## config.mk

```make
export PLATFORM = sky130hd
export DESIGN_NAME = wav_header_parser_flat
export DESIGN_NICKNAME = d
export VERILOG_FILES = /design/src/design/wavhp_pkg.sv /design/src/design/wavhp_ifs.sv /design/src/design/wavhp_front.sv /design/src/design/wavhp_back.sv /design/src/design/wav_header_parser.sv /design/src/flat_wrapper.sv
export SDC_FILE = /design/constraint.sdc
export NUM_CORES = 1
export LEC_CHECK = 0
export ABC_AREA = 1
export CORE_MARGIN = 4
export CORE_UTILIZATION = 50
export DETAILED_ROUTE_END_ITERATION = 10
export DONT_BUFFER_PORTS = 1
export GPL_TIMING_DRIVEN = 1
export SLEW_MARGIN = 20
export SYNTH_ARGS = -nofsm -noshare
export SYNTH_HDL_FRONTEND = slang
export SYNTH_SLANG_ARGS = --single-unit
```

## constraint.sdc

```tcl
create_clock -name clk -period 29.9 [get_ports clk]
set_input_delay 4.485 -clock clk [delete_from_list [all_inputs] [get_ports clk]]
set_output_delay 4.485 -clock clk [all_outputs]
set_load 0.01 [all_outputs]
```

## src/design/wavhp_pkg.sv

```systemverilog
// Package for the WAV header parser: phases, codes, queue and result word types.
`default_nettype none
package wavhp_pkg;

  localparam int QUEUE_DEPTH_DEF = 4;

  typedef enum logic [3:0] {
    PH_IDLE   = 4'd0,
    PH_RIFF   = 4'd1,
    PH_RSIZE  = 4'd2,
    PH_WAVE   = 4'd3,
    PH_FMT    = 4'd4,
    PH_FSIZE  = 4'd5,
    PH_FBLOCK = 4'd6,
    PH_CID    = 4'd7,
    PH_CSIZE  = 4'd8,
    PH_SKIP   = 4'd9,
    PH_DATA   = 4'd10
  } phase_t;

  localparam logic [1:0] KIND_HEADER = 2'd0;
  localparam logic [1:0] KIND_DATA   = 2'd1;
  localparam logic [1:0] KIND_ERROR  = 2'd2;

  localparam logic [2:0] ERR_NONE     = 3'd0;
  localparam logic [2:0] ERR_RIFF     = 3'd1;
  localparam logic [2:0] ERR_WAVE     = 3'd2;
  localparam logic [2:0] ERR_FMT      = 3'd3;
  localparam logic [2:0] ERR_BITS     = 3'd4;
  localparam logic [2:0] ERR_CHANNELS = 3'd5;

  localparam logic [1:0] TAG_RIFF = 2'd0;
  localparam logic [1:0] TAG_WAVE = 2'd1;
  localparam logic [1:0] TAG_FMT  = 2'd2;
  localparam logic [1:0] TAG_DATA = 2'd3;

  // Four chunk tags, four characters each, in stream order.
  localparam logic [7:0] TAG_BYTES [4][4] = '{
    '{8'h52, 8'h49, 8'h46, 8'h46},
    '{8'h57, 8'h41, 8'h56, 8'h45},
    '{8'h66, 8'h6d, 8'h74, 8'h20},
    '{8'h64, 8'h61, 8'h74, 8'h61}
  };

  // One queued word: the byte, its restart mark and its tag matches.
  // match[{tag, position}] is set when the byte equals that tag character.
  typedef struct packed {
    logic [7:0]  data_byte;
    logic        start;
    logic [15:0] match;
  } queue_item_t;

  typedef struct packed {
    logic [1:0]  kind;
    logic [7:0]  payload_byte;
    logic [15:0] channel_count;
    logic [31:0] sample_rate;
    logic [15:0] sample_bits;
    logic [2:0]  sample_format;
    logic [31:0] data_bytes;
    logic [2:0]  error_code;
    logic        not_pcm;
    logic        last;
  } result_t;

endpackage
`default_nettype wire

```

## src/design/wavhp_ifs.sv

```systemverilog
// Valid/ready channel interfaces for the byte input and the result output.
`default_nettype none
interface wavhp_in_if;
  logic       valid;
  logic       ready;
  logic [7:0] in_byte;
  logic       start_file;
  modport source (output valid, output in_byte, output start_file, input ready);
  modport sink   (input valid, input in_byte, input start_file, output ready);
endinterface

interface wavhp_out_if;
  logic        valid;
  logic        ready;
  logic [1:0]  kind;
  logic [7:0]  payload_byte;
  logic [15:0] channel_count;
  logic [31:0] sample_rate;
  logic [15:0] sample_bits;
  logic [2:0]  sample_format;
  logic [31:0] data_bytes;
  logic [2:0]  error_code;
  logic        not_pcm;
  logic        last;
  modport source (output valid, output kind, output payload_byte, output channel_count,
                  output sample_rate, output sample_bits, output sample_format,
                  output data_bytes, output error_code, output not_pcm, output last,
                  input ready);
  modport sink   (input valid, input kind, input payload_byte, input channel_count,
                  input sample_rate, input sample_bits, input sample_format,
                  input data_bytes, input error_code, input not_pcm, input last,
                  output ready);
endinterface
`default_nettype wire

```

## src/design/wavhp_front.sv

```systemverilog
// Front end: tags each incoming byte against the chunk tags and queues it.
`default_nettype none
module wavhp_front #(
  parameter int DEPTH = 4
) (
  input  wire logic                  clk,
  input  wire logic                  rst_n,
  input  wire logic                  in_valid,
  output logic                       in_ready,
  input  wire logic [7:0]            in_byte,
  input  wire logic                  in_start,
  output logic                       q_valid,
  output wavhp_pkg::queue_item_t     q_item,
  input  wire logic                  q_pop,
  output logic [$clog2(DEPTH+1)-1:0] q_count
);
  import wavhp_pkg::*;

  localparam int AW = $clog2(DEPTH);
  localparam int CW = $clog2(DEPTH + 1);

  queue_item_t       mem_r [DEPTH];
  logic [AW-1:0]     wr_ptr_r, rd_ptr_r;
  logic [CW-1:0]     count_r, count_nxt;
  logic              push;
  queue_item_t       new_item;

  always_comb begin
    new_item.data_byte = in_byte;
    new_item.start     = in_start;
    for (int t = 0; t < 4; t++) begin
      for (int i = 0; i < 4; i++) begin
        new_item.match[t*4 + i] = (in_byte == TAG_BYTES[t][i]);
      end
    end
  end

  assign in_ready = (count_r != CW'(DEPTH));
  assign push     = in_valid && in_ready;
  assign q_valid  = (count_r != '0);
  assign q_item   = mem_r[rd_ptr_r];
  assign q_count  = count_r;

  always_comb begin
    count_nxt = count_r;
    if (push && !q_pop) begin
      count_nxt = count_r + CW'(1);
    end else if (!push && q_pop) begin
      count_nxt = count_r - CW'(1);
    end
  end

  // Pointers wrap at the last entry, so any depth works.
  always_ff @(posedge clk) begin
    if (!rst_n) begin
      wr_ptr_r <= '0;
      rd_ptr_r <= '0;
      count_r  <= '0;
    end else begin
      count_r <= count_nxt;
      if (push) begin
        wr_ptr_r <= (wr_ptr_r == AW'(DEPTH - 1)) ? '0 : wr_ptr_r + AW'(1);
      end
      if (q_pop) begin
        rd_ptr_r <= (rd_ptr_r == AW'(DEPTH - 1)) ? '0 : rd_ptr_r + AW'(1);
      end
    end
  end

  always_ff @(posedge clk) begin
    if (push) begin
      mem_r[wr_ptr_r] <= new_item;
    end
  end

endmodule
`default_nettype wire

```

## src/design/wavhp_back.sv

```systemverilog
// Back end: the parsing state machine and the registered result slot.
`default_nettype none
module wavhp_back (
  input  wire logic                   clk,
  input  wire logic                   rst_n,
  input  wire logic                   q_valid,
  input  wire wavhp_pkg::queue_item_t q_item,
  output logic                        q_pop,
  output logic                        out_valid,
  input  wire logic                   out_ready,
  output wavhp_pkg::result_t          out_res
);
  import wavhp_pkg::*;

  phase_t      phase_r, phase_nxt;
  logic [3:0]  idx_r, idx_nxt;
  logic [31:0] fs_r, fs_nxt;
  logic        chm_r, chm_nxt;
  logic [15:0] ch_r, ch_nxt;
  logic [31:0] rate_r, rate_nxt;
  logic [15:0] bits_r, bits_nxt;
  logic [15:0] fcode_r, fcode_nxt;
  logic [31:0] skip_r, skip_nxt;
  logic [31:0] drem_r, drem_nxt;
  logic        out_valid_r;
  result_t     out_res_r;

  phase_t      ph;
  logic [3:0]  idx;
  logic [31:0] fs;
  logic        chm;
  logic [15:0] ch;
  logic [31:0] rate;
  logic [15:0] bits;
  logic [15:0] fcode;
  logic [31:0] skip;
  logic [31:0] drem;
  logic [7:0]  b;
  logic [1:0]  tag_sel;
  logic [2:0]  tag_err;
  phase_t      tag_next;
  logic        tag_hit;
  logic [31:0] size;
  logic [2:0]  base;
  logic [2:0]  cls_fmt;
  logic [2:0]  cls_err;
  logic        emit;
  result_t     res;

  assign q_pop     = q_valid && (!out_valid_r || out_ready);
  assign out_valid = out_valid_r;
  assign out_res   = out_res_r;

  always_comb begin
    ph    = phase_r;
    idx   = idx_r;
    fs    = fs_r;
    chm   = chm_r;
    ch    = ch_r;
    rate  = rate_r;
    bits  = bits_r;
    fcode = fcode_r;
    skip  = skip_r;
    drem  = drem_r;
    b     = q_item.data_byte;
    if (q_item.start) begin
      ph    = PH_RIFF;
      idx   = '0;
      fs    = '0;
      chm   = 1'b0;
      ch    = '0;
      rate  = '0;
      bits  = '0;
      fcode = '0;
      skip  = '0;
      drem  = '0;
    end

    case (ph)
      PH_RIFF: begin
        tag_sel = TAG_RIFF; tag_err = ERR_RIFF; tag_next = PH_RSIZE;
      end
      PH_WAVE: begin
        tag_sel = TAG_WAVE; tag_err = ERR_WAVE; tag_next = PH_FMT;
      end
      default: begin
        tag_sel = TAG_FMT; tag_err = ERR_FMT; tag_next = PH_FSIZE;
      end
    endcase
    tag_hit = q_item.match[{tag_sel, idx[1:0]}];

    // Little-endian gather of the size word, with this byte in its lane.
    size = fs | (32'(b) << {idx[1:0], 3'b000});

    case (bits)
      16'd8:   begin base = 3'd0; cls_err = ERR_NONE; end
      16'd16:  begin base = 3'd2; cls_err = ERR_NONE; end
      16'd32:  begin base = 3'd4; cls_err = ERR_NONE; end
      16'd64:  begin base = 3'd6; cls_err = ERR_NONE; end
      default: begin base = 3'd0; cls_err = ERR_BITS; end
    endcase
    cls_fmt = 3'd0;
    if (cls_err == ERR_NONE) begin
      if (ch == 16'd1) begin
        cls_fmt = base;
      end else if (ch == 16'd2) begin
        cls_fmt = base + 3'd1;
      end else begin
        cls_err = ERR_CHANNELS;
      end
    end

    phase_nxt = ph;
    idx_nxt   = idx;
    fs_nxt    = fs;
    chm_nxt   = chm;
    ch_nxt    = ch;
    rate_nxt  = rate;
    bits_nxt  = bits;
    fcode_nxt = fcode;
    skip_nxt  = skip;
    drem_nxt  = drem;
    emit      = 1'b0;
    res       = '0;

    case (ph)
      PH_RIFF, PH_WAVE, PH_FMT: begin
        if (!tag_hit) begin
          emit           = 1'b1;
          res.kind       = KIND_ERROR;
          res.error_code = tag_err;
          res.last       = 1'b1;
          phase_nxt      = PH_IDLE;
        end else if (idx[1:0] == 2'd3) begin
          idx_nxt   = '0;
          phase_nxt = tag_next;
        end else begin
          idx_nxt = idx + 4'd1;
        end
      end
      PH_RSIZE, PH_FSIZE: begin
        // The RIFF size and the format size are not used.
        if (idx[1:0] == 2'd3) begin
          idx_nxt   = '0;
          fs_nxt    = '0;
          phase_nxt = (ph == PH_RSIZE) ? PH_WAVE : PH_FBLOCK;
        end else begin
          idx_nxt = idx + 4'd1;
        end
      end
      PH_FBLOCK: begin
        // Each lane is written once per file after the fields were cleared.
        case (idx)
          4'd0:    fcode_nxt[7:0]   = b;
          4'd1:    fcode_nxt[15:8]  = b;
          4'd2:    ch_nxt[7:0]      = b;
          4'd3:    ch_nxt[15:8]     = b;
          4'd4:    rate_nxt[7:0]    = b;
          4'd5:    rate_nxt[15:8]   = b;
          4'd6:    rate_nxt[23:16]  = b;
          4'd7:    rate_nxt[31:24]  = b;
          4'd14:   bits_nxt[7:0]    = b;
          4'd15:   bits_nxt[15:8]   = b;
          default: ;
        endcase
        if (idx == 4'd15) begin
          idx_nxt   = '0;
          phase_nxt = PH_CID;
        end else begin
          idx_nxt = idx + 4'd1;
        end
      end
      PH_CID: begin
        chm_nxt = ((idx[1:0] == 2'd0) ? 1'b1 : chm) && q_item.match[{TAG_DATA, idx[1:0]}];
        if (idx[1:0] == 2'd3) begin
          idx_nxt   = '0;
          fs_nxt    = '0;
          phase_nxt = PH_CSIZE;
        end else begin
          idx_nxt = idx + 4'd1;
        end
      end
      PH_CSIZE: begin
        if (idx[1:0] != 2'd3) begin
          fs_nxt  = size;
          idx_nxt = idx + 4'd1;
        end else begin
          idx_nxt = '0;
          fs_nxt  = '0;
          if (chm) begin
            emit              = 1'b1;
            res.channel_count = ch;
            res.sample_rate   = rate;
            res.sample_bits   = bits;
            res.data_bytes    = size;
            res.not_pcm       = (fcode != 16'd1);
            if (cls_err != ERR_NONE) begin
              res.kind       = KIND_ERROR;
              res.error_code = cls_err;
              res.last       = 1'b1;
              phase_nxt      = PH_IDLE;
            end else begin
              res.kind          = KIND_HEADER;
              res.sample_format = cls_fmt;
              res.last          = (size == '0);
              drem_nxt          = size;
              phase_nxt         = (size != '0) ? PH_DATA : PH_IDLE;
            end
          end else begin
            skip_nxt  = size;
            phase_nxt = (size != '0) ? PH_SKIP : PH_CID;
          end
        end
      end
      PH_SKIP: begin
        if (skip != '0) begin
          skip_nxt = skip - 32'd1;
        end
        if (skip_nxt == '0) begin
          idx_nxt   = '0;
          phase_nxt = PH_CID;
        end
      end
      PH_DATA: begin
        emit             = 1'b1;
        res.kind         = KIND_DATA;
        res.payload_byte = b;
        res.last         = (drem <= 32'd1);
        if (drem != '0) begin
          drem_nxt = drem - 32'd1;
        end
        if (drem_nxt == '0) begin
          phase_nxt = PH_IDLE;
        end
      end
      default: begin
        phase_nxt = PH_IDLE;
      end
    endcase
  end

  always_ff @(posedge clk) begin
    if (!rst_n) begin
      phase_r     <= PH_IDLE;
      out_valid_r <= 1'b0;
    end else if (q_pop) begin
      phase_r     <= phase_nxt;
      out_valid_r <= emit;
    end else if (out_ready) begin
      out_valid_r <= 1'b0;
    end
  end

  always_ff @(posedge clk) begin
    if (q_pop) begin
      idx_r   <= idx_nxt;
      fs_r    <= fs_nxt;
      chm_r   <= chm_nxt;
      ch_r    <= ch_nxt;
      rate_r  <= rate_nxt;
      bits_r  <= bits_nxt;
      fcode_r <= fcode_nxt;
      skip_r  <= skip_nxt;
      drem_r  <= drem_nxt;
      if (emit) begin
        out_res_r <= res;
      end
    end
  end

endmodule
`default_nettype wire

```

## src/design/wav_header_parser.sv

```systemverilog
// Top level of the WAV header parser: front queue, parser back end, checks.
//
// in_ch carries one file byte per word plus start_file, which marks byte 0
// of a new file and restarts parsing wherever the parser stands. out_ch
// carries result words: a header word (or an error word) once the data
// chunk size is complete, then one word per data byte, the final one with
// last set. Tag errors come on the first mismatching byte.
// Each accepted byte is tagged and written into a small queue (QUEUE_DEPTH
// words); the parser takes one byte per cycle from it while the output
// register is free or being taken, and fills that single output register.
// A byte passes the queue, then the parser step, which registers its
// result word; with out_ch ready the sustained rate is one byte per cycle.
// When out_ch stalls, the parser holds its result and waits; the queue
// keeps accepting until it is full, then in_ch.ready drops.
// Bytes that arrive without start_file while the parser is idle produce no
// result. After reset the parser is idle and the queue and output are empty.
`default_nettype none
module wav_header_parser #(
  parameter int QUEUE_DEPTH = wavhp_pkg::QUEUE_DEPTH_DEF
) (
  input wire logic   clk,
  input wire logic   rst_n,
  wavhp_in_if.sink   in_ch,
  wavhp_out_if.source out_ch
);
  import wavhp_pkg::*;

  localparam int CW = $clog2(QUEUE_DEPTH + 1);

  logic          q_valid;
  logic          q_pop;
  queue_item_t   q_item;
  logic [CW-1:0] q_count;
  logic          in_ready;
  logic          out_valid;
  result_t       out_res;

  wavhp_front #(.DEPTH(QUEUE_DEPTH)) u_front (
    .clk      (clk),
    .rst_n    (rst_n),
    .in_valid (in_ch.valid),
    .in_ready (in_ready),
    .in_byte  (in_ch.in_byte),
    .in_start (in_ch.start_file),
    .q_valid  (q_valid),
    .q_item   (q_item),
    .q_pop    (q_pop),
    .q_count  (q_count)
  );

  wavhp_back u_back (
    .clk       (clk),
    .rst_n     (rst_n),
    .q_valid   (q_valid),
    .q_item    (q_item),
    .q_pop     (q_pop),
    .out_valid (out_valid),
    .out_ready (out_ch.ready),
    .out_res   (out_res)
  );

  assign in_ch.ready          = in_ready;
  assign out_ch.valid         = out_valid;
  assign out_ch.kind          = out_res.kind;
  assign out_ch.payload_byte  = out_res.payload_byte;
  assign out_ch.channel_count = out_res.channel_count;
  assign out_ch.sample_rate   = out_res.sample_rate;
  assign out_ch.sample_bits   = out_res.sample_bits;
  assign out_ch.sample_format = out_res.sample_format;
  assign out_ch.data_bytes    = out_res.data_bytes;
  assign out_ch.error_code    = out_res.error_code;
  assign out_ch.not_pcm       = out_res.not_pcm;
  assign out_ch.last          = out_res.last;

  // The queue never holds more words than it has room for.
  a_queue_bound: assert property (@(posedge clk) disable iff (!rst_n)
    q_count <= CW'(QUEUE_DEPTH))
    else $error("queue count exceeds depth");

  // A byte accepted into an empty queue is offered to the parser next cycle.
  a_queue_fill: assert property (@(posedge clk) disable iff (!rst_n)
    (in_ch.valid && in_ready && !q_valid) |=> q_valid)
    else $error("accepted byte lost in queue");

  // The parser only takes a byte while the output slot is free or draining.
  a_pop_slot: assert property (@(posedge clk) disable iff (!rst_n)
    q_pop |-> (q_valid && (!out_valid || out_ch.ready)))
    else $error("parser step while result slot blocked");

  // A stalled result is never overwritten.
  a_hold: assert property (@(posedge clk) disable iff (!rst_n)
    (out_valid && !out_ch.ready) |=> (out_valid && $stable(out_res)))
    else $error("stalled result changed");

endmodule
`default_nettype wire

```

## src/flat_wrapper.sv

```systemverilog
// flat-port wrapper written by rule: the top's interface ports become plain ports
module wav_header_parser_flat import wavhp_pkg::*;
#(
  parameter int QUEUE_DEPTH = wavhp_pkg::QUEUE_DEPTH_DEF
)
  (clk, rst_n, in_ch_valid, in_ch_in_byte, in_ch_start_file, in_ch_ready, out_ch_valid, out_ch_kind, out_ch_payload_byte, out_ch_channel_count, out_ch_sample_rate, out_ch_sample_bits, out_ch_sample_format, out_ch_data_bytes, out_ch_error_code, out_ch_not_pcm, out_ch_last, out_ch_ready);
  wavhp_in_if in_ch_i ();
  wavhp_out_if out_ch_i ();
  input wire logic clk;
  input wire logic rst_n;
  input wire logic [$bits(in_ch_i.valid)-1:0] in_ch_valid;
  input wire logic [$bits(in_ch_i.in_byte)-1:0] in_ch_in_byte;
  input wire logic [$bits(in_ch_i.start_file)-1:0] in_ch_start_file;
  output wire logic [$bits(in_ch_i.ready)-1:0] in_ch_ready;
  output wire logic [$bits(out_ch_i.valid)-1:0] out_ch_valid;
  output wire logic [$bits(out_ch_i.kind)-1:0] out_ch_kind;
  output wire logic [$bits(out_ch_i.payload_byte)-1:0] out_ch_payload_byte;
  output wire logic [$bits(out_ch_i.channel_count)-1:0] out_ch_channel_count;
  output wire logic [$bits(out_ch_i.sample_rate)-1:0] out_ch_sample_rate;
  output wire logic [$bits(out_ch_i.sample_bits)-1:0] out_ch_sample_bits;
  output wire logic [$bits(out_ch_i.sample_format)-1:0] out_ch_sample_format;
  output wire logic [$bits(out_ch_i.data_bytes)-1:0] out_ch_data_bytes;
  output wire logic [$bits(out_ch_i.error_code)-1:0] out_ch_error_code;
  output wire logic [$bits(out_ch_i.not_pcm)-1:0] out_ch_not_pcm;
  output wire logic [$bits(out_ch_i.last)-1:0] out_ch_last;
  input wire logic [$bits(out_ch_i.ready)-1:0] out_ch_ready;
  assign in_ch_i.valid = in_ch_valid;
  assign in_ch_i.in_byte = in_ch_in_byte;
  assign in_ch_i.start_file = in_ch_start_file;
  assign in_ch_ready = in_ch_i.ready;
  assign out_ch_valid = out_ch_i.valid;
  assign out_ch_kind = out_ch_i.kind;
  assign out_ch_payload_byte = out_ch_i.payload_byte;
  assign out_ch_channel_count = out_ch_i.channel_count;
  assign out_ch_sample_rate = out_ch_i.sample_rate;
  assign out_ch_sample_bits = out_ch_i.sample_bits;
  assign out_ch_sample_format = out_ch_i.sample_format;
  assign out_ch_data_bytes = out_ch_i.data_bytes;
  assign out_ch_error_code = out_ch_i.error_code;
  assign out_ch_not_pcm = out_ch_i.not_pcm;
  assign out_ch_last = out_ch_i.last;
  assign out_ch_i.ready = out_ch_ready;
  wav_header_parser #(.QUEUE_DEPTH(QUEUE_DEPTH)) u_core (.clk(clk), .rst_n(rst_n), .in_ch(in_ch_i), .out_ch(out_ch_i));
endmodule
```

# --- Word-level counts from Yosys, hierarchy flattened ---
# Memories as Yosys holds them, arrays and structs flattened. A register that Yosys moved wholly into a read port is not among the register bits.
# Index checks and enable logic that the tools add are counted.
# Widths: inputs -> output; s select.
classes:
  n_addsub: 8
  mul: 0
  div: 0
  magnitude_cmp: 3
  eq_ne: 44
  n_shift: 1
  n_mux: 100
  n_bitwise: 4
  reduce_logical: 29
op_table:
  columns: ["operator", "count"]
  rows:
  - ["$mux 32", 16]
  - ["$pmux 32 s2", 3]
  - ["$eq 8x7->1 const B", 12]
  - ["$logic_not 32->1", 3]
  - ["$mux 16", 6]
  - ["$reduce_bool 32->1", 3]
  - ["$mux 8", 10]
  - ["$mux 4", 19]
  - ["$sub 32x1->32 const B", 2]
  - ["$mux 3", 11]
  - ["$eq 4x3->1 const B", 8]
  - ["$le 32x1->1 const B", 1]
  - ["$or 32x32->32", 1]
  - ["$shl 8x5->32", 1]
  - ["$pmux 4 s7", 1]
  - ["$eq 4x4->1 const B", 5]
  - ["$pmux 4 s5", 1]
  - ["$eq 16x1->1 const B", 1]
  - ["$eq 16x2->1 const B", 1]
  - ["$eq 16x4->1 const B", 1]
  - ["$eq 16x5->1 const B", 1]
  - ["$eq 16x6->1 const B", 1]
  - ["$eq 16x7->1 const B", 1]
  - ["$eq 4x2->1 const B", 4]
  - ["35 further kinds", 76]
totals:
  ff_bits: 307
  latch_bits: 0
  ramBits: 100
  romBits: 0
  output_inout_bits: 116
  word_cells: 214
  memories: 1
mem_list:
  columns: ["name", "words", "width", "read_ports", "rd_ports_with_merged_regs", "wr", "line", "source"]
  rows:
  - ["u_core.u_front.mem_r", 4, 25, 1, 1, 1, "wavhp_front.sv:22", "queue_item_t mem_r [DEPTH];"]

# --- Logic depth before layout (Yosys ltp) ---
logic_depth:
  depth_word: 12
  depth_mapped: 31

# --- Hierarchy ---
# From an unflattened synthesis, not the netlist that was laid out.
unflattened:
  cells_unflattened: 2290
  area_unflattened_um2: 20699.9
by_module_without_submodules:
  columns: ["mod", "instances", "cells_per_inst", "area_per_inst_um2"]
  rows:
  - ["wavhp_back", 1, 1970, 16716.0]
  - ["wavhp_front", 1, 320, 3983.8]

# --- Least setup slack after synthesis ---
# Ideal clock, no wire load.
synth_path:
  kind: "input -> register"
  startpoint: "input port out_ch_ready"
  endpoint: "register u_core.u_back.out_res_r, in the netlist u_core.u_back.out_res[0], enable pin"
  t_arrival_ns: 21.704
  t_required_ns: 29.244
  path_slack_ns: 7.539
  path_stages: 4
  n_path_buf: 0
  path_cell_list: "nor2_1 > a31oi_1 > inv_1 > a31oi_1"
synth_between:
  elab_chain_cells: 3
synth_lines:
  columns: ["element", "line", "source"]
  rows:
  - ["start: declaration", "flat_wrapper.sv:26", "input wire logic [$bits(out_ch_i.ready)-1:0] out_ch_ready;"]
  - ["$logic_or 1x1->1", "wavhp_back.sv:50", "assign q_pop = q_valid && (!out_valid_r || out_ready);"]
  - ["$logic_and 1x1->1", "wavhp_back.sv:50", null]
  - ["net u_core.q_pop", "wav_header_parser.sv:31", "logic q_pop;"]
  - ["$reduce_and 2->1 (no line)", null, null]
  - ["end signal: assignment", "wavhp_back.sv:266", "out_res_r <= res;"]
  - ["end: declaration", "wavhp_back.sv:26", "result_t out_res_r;"]
# The timed path passes the listed nets, and every way through them passes these cells.
# A chain may end at the register's enable or synchronous reset.

# --- Worst setup path after layout ---
layout_path:
  startpoint: "input port out_ch_ready"
  endpoint: "register u_core.u_back.out_res_r, in the netlist u_core.u_back.out_res[7], enable pin"
# The elaborated chain is that of the path after synthesis.

==> results.md <==
* Fin. Hold Viols at 0
* #FFs+latches synth at 397
* Number of port buffers at 0
* CTS H-tree lvls at 2
* CP Capture Type: flop
* Die height at 213 microns
* Clk sinks at 397
* # DRC at 0
* Diodes inserted at 0
* Most common cell after layout, fill and taps aside: nand2_1
* GRT Util Overall at 25.4%
* PD cells at 123 mW/mm^2
* Pwr Total at 2810 uW
* Dpl cell area at 0.0214 sq mm
* Hold Buf Count CTS at 0
* XOR/XNOR Fraction of Synth Area at 1.50%
* Hold WC Path Type: flop to flop
* Die Wd at 213 microns
* Worst Tran Pin Value at 1.18 ns
* Clock root buffer: clkbuf_16
* Clock Skew at 0.0158 ns
* Vias in the first global route at roughly 15k
* Crit Path Max Fanout at between 150 and 200
* Yosys cell types at 49
* Starting DRT DRC Count at 1792
* Initial DRT Pass Iterations at 6
* Drt via density at 5.75
* Critical Path Start Type: input port
* Cts repair resizes at 0
* Final worst-path cycle share at 25.3%
* # IOs at 129
* Post-route cell area at around 0.023 sq mm
* Clock buffer depth at 3
* Share of layout cells above drive strength 1 at ~6.3%
* Synth Area in Adders at 0.926%
* Synth warn at 0
* Number of synthesized flops with an enable pin at 383
* Fin Setup TNS at 0 ns
* Syn Inst Count at 2400
* Post-synthesis sequential area ratio at 55.9%
* Detailed Route WL at 58200 microns
* Min Tclk post-route at 7.58 ns
* Full die area at 0.0455 sq mm
* Area growth, synth to finish at 8.38%
* Status: complete, no violations
* Clock share of power at 19.3%
* Slew Viols, Final at 0
* Mux cell area share after synthesis at 0%
* Largest net degree at the start of global routing at 190
* Post-DRT Antenna Nets at 0
* HPWL after DPL at 38500 microns
* Standard-cell rows at 74
* Cts bufs inserted at 43
* Relative slew slack at a little over a fifth
* Worst-Skew Late Latency at 0.57 ns
* Final setup viols at 0
* Setup ws final at 22.32 ns
* Max Fclk at 0.132 GHz
* Total core area at 0.0413 sq mm
* CP Data Arrival Time at 7.78 ns
* Synthesized area per cell at around 9 sq um
* Cell Area, Synth at about 0.021 sq mm
* Combinational share of power at 42.5%
* Simple-Gate Fraction of Synth Area at 23.6%
* Combinational family with the most area after synthesis: simple AND/OR/NAND/NOR gates
* Nets at approximately 2.4k
* CP required at 30.10 ns
* Synth Flop Type: edfxtp_1
* First-pass GRT wire length at approximately 90000 microns
* Placement Setup Slack at 21.56 ns
* Max-Cap Viols at 0
* Max IR drop VDD at 218 uV
* Sw Pwr at 1260 uW
* Post-CTS setup-driven buffer insertion count at 0
* Wirelength per Cell at around 20 microns
* GPL Wtd Cong at 0.903
* RSZ-0062 raised after global routing: false
* Compound-Gate Fraction of Synth Area at 11.8%
* CTS tree: yes
* CP Class: input port to flop
* Net Sw Frac at 44.9%
* Async S/R FF share, synth at 0%
* Overflow after GRT at 0
* CTS clk-pin slew, worst paths at around 0.06 ns
* Leakage at between 0.009 and 0.01 uW
* Vias at between 15k and 20k
* Part of the power in registers at between 30% and 40%
* Syn Nets at 2428
* Initial antenna violation count at 0
* Most frequent cells in the layout: 536 x nand2_1, 459 x nor2_1, 383 x edfxtp_1
* Int Pwr at around 1600 uW
* Initial Util at between 50 and 60%
-- flip-flops by register name (all words and copies together) (netlist names), 2 cells and up, named ones only --
| name | cells |
|---|---|
| u_core.u_back.out_res | 114 |
| u_core.u_front.mem_r | 88 |
| u_core.u_back.fs_r | 32 |
| u_core.u_back.rate_r | 32 |
| u_core.u_front.wr_ptr_r | 2 |
| u_core.u_back.skip_r | 32 |
| u_core.u_back.fcode_r | 16 |
| u_core.u_back.phase_r | 4 |
| u_core.u_back.idx_r | 4 |
| u_core.u_back.ch_r | 16 |
| u_core.u_front.q_count | 3 |
| u_core.u_back.drem_r | 32 |
| u_core.u_back.bits_r | 16 |
| u_core.u_front.rd_ptr_r | 2 |
-- power groups by stage --
| stage | clock network (uW) | registers (uW) | logic [uW] |
|---|---|---|---|
| after floorplan | 0 | 1130 | 860 |
| after CTS | 554 | 1080 | 1190 |
| after global routing | 580 | 1100 | 1340 |
| after detailed placement | 0 | 1090 | 1180 |
| final | 543 | 1080 | 1190 |
| after global placement | 0 | 1080 | 1160 |
-- worst max-delay path, cell delays in order --
cell	delay (ns)
nor2_1	0.06
a31oi_4	0.17
buf_12	0.64
inv_1	0.38
a31oi_4	0.64
buf_4	0.59
buf_4	0.67
-- path summary, 6_finish.rpt --
path                                 start                       end  slack [ns]  depth (start not counted)
setup / recovery              out_ch_ready  u_core.u_back.out_res[7]       22.32                          7
hold / removal    u_core.u_back.phase_r[3]  u_core.u_back.phase_r[3]        0.50                          2
setup reg to reg                      flop  u_core.u_back.out_res[7]       23.18                         15
hold reg to reg   u_core.u_back.phase_r[3]  u_core.u_back.phase_r[3]        0.50                          2
-- synth_stat cells, types with 11 or more instances --
master	number	share of area [%]
ha_1	14	0.83
buf_6	11	0.59
a21oi_1	131	3.1
o21ai_1	21	0.50
xor2_1	32	1.3
nor2_1	464	8.3
o21ai_0	156	3.7
clkbuf_1	61	1.1
nor3_1	14	0.33
o22ai_1	14	0.42
nand4_1	18	0.53
edfxtp_1	383	55
o221ai_1	45	1.9
nand2_1	536	9.5
o211ai_1	22	0.78
nor2_2	13	0.39
buf_2	23	0.55
inv_1	188	3.3
dfxtp_1	14	1.3
nand3_1	136	3.2
-- cell families (layout without fill, tap and decap cells) --
logic type | after synthesis | after routing
AO/OA/AOI/OAI | 426 | 426
AND/OR/NAND/NOR | 1213 | 1213
flip-flops | 397 | 397
adder cells (fa/ha/maj) | 15 | 15
XOR/XNOR | 36 | 36
buffers and inverters | 313 | 299
-- through the flow --
step / cells / utilization [%] / hold slack, ns
6_report: 2918 / 55.3 / 0.498
4_1_cts: 2918 / 55.3 / 0.500
3_3_place_gp: 2839 / 51.8 / 0.489
5_1_grt: 2918 / 55.3 / 0.511
3_5_place_dp: 2839 / 51.8 / 0.489
2_1_floorplan: 2400 / - / 0.458
-- final cells by class --
type | instances | area [sq um]
clock buffer | 50 | 1140
clock inverter | 29 | 294
fill | 3679 | 18500
tap | 532 | 666
timing repair buffer | 20 | 163
sequential | 397 | 11800
inverter | 200 | 757
multi-input combinational | 1690 | 8040
-- routing by layer --
metal	up-vias	GRT usage, %	share of wire [%]
met1	7881	38.0	46
met4	0	8.59	2.9
met3	105	4.50	8.2
met2	680	37.7	43
li1	8106	-	-
met5	-	0	0
Note: power is estimated with default switching activity, not from simulation.
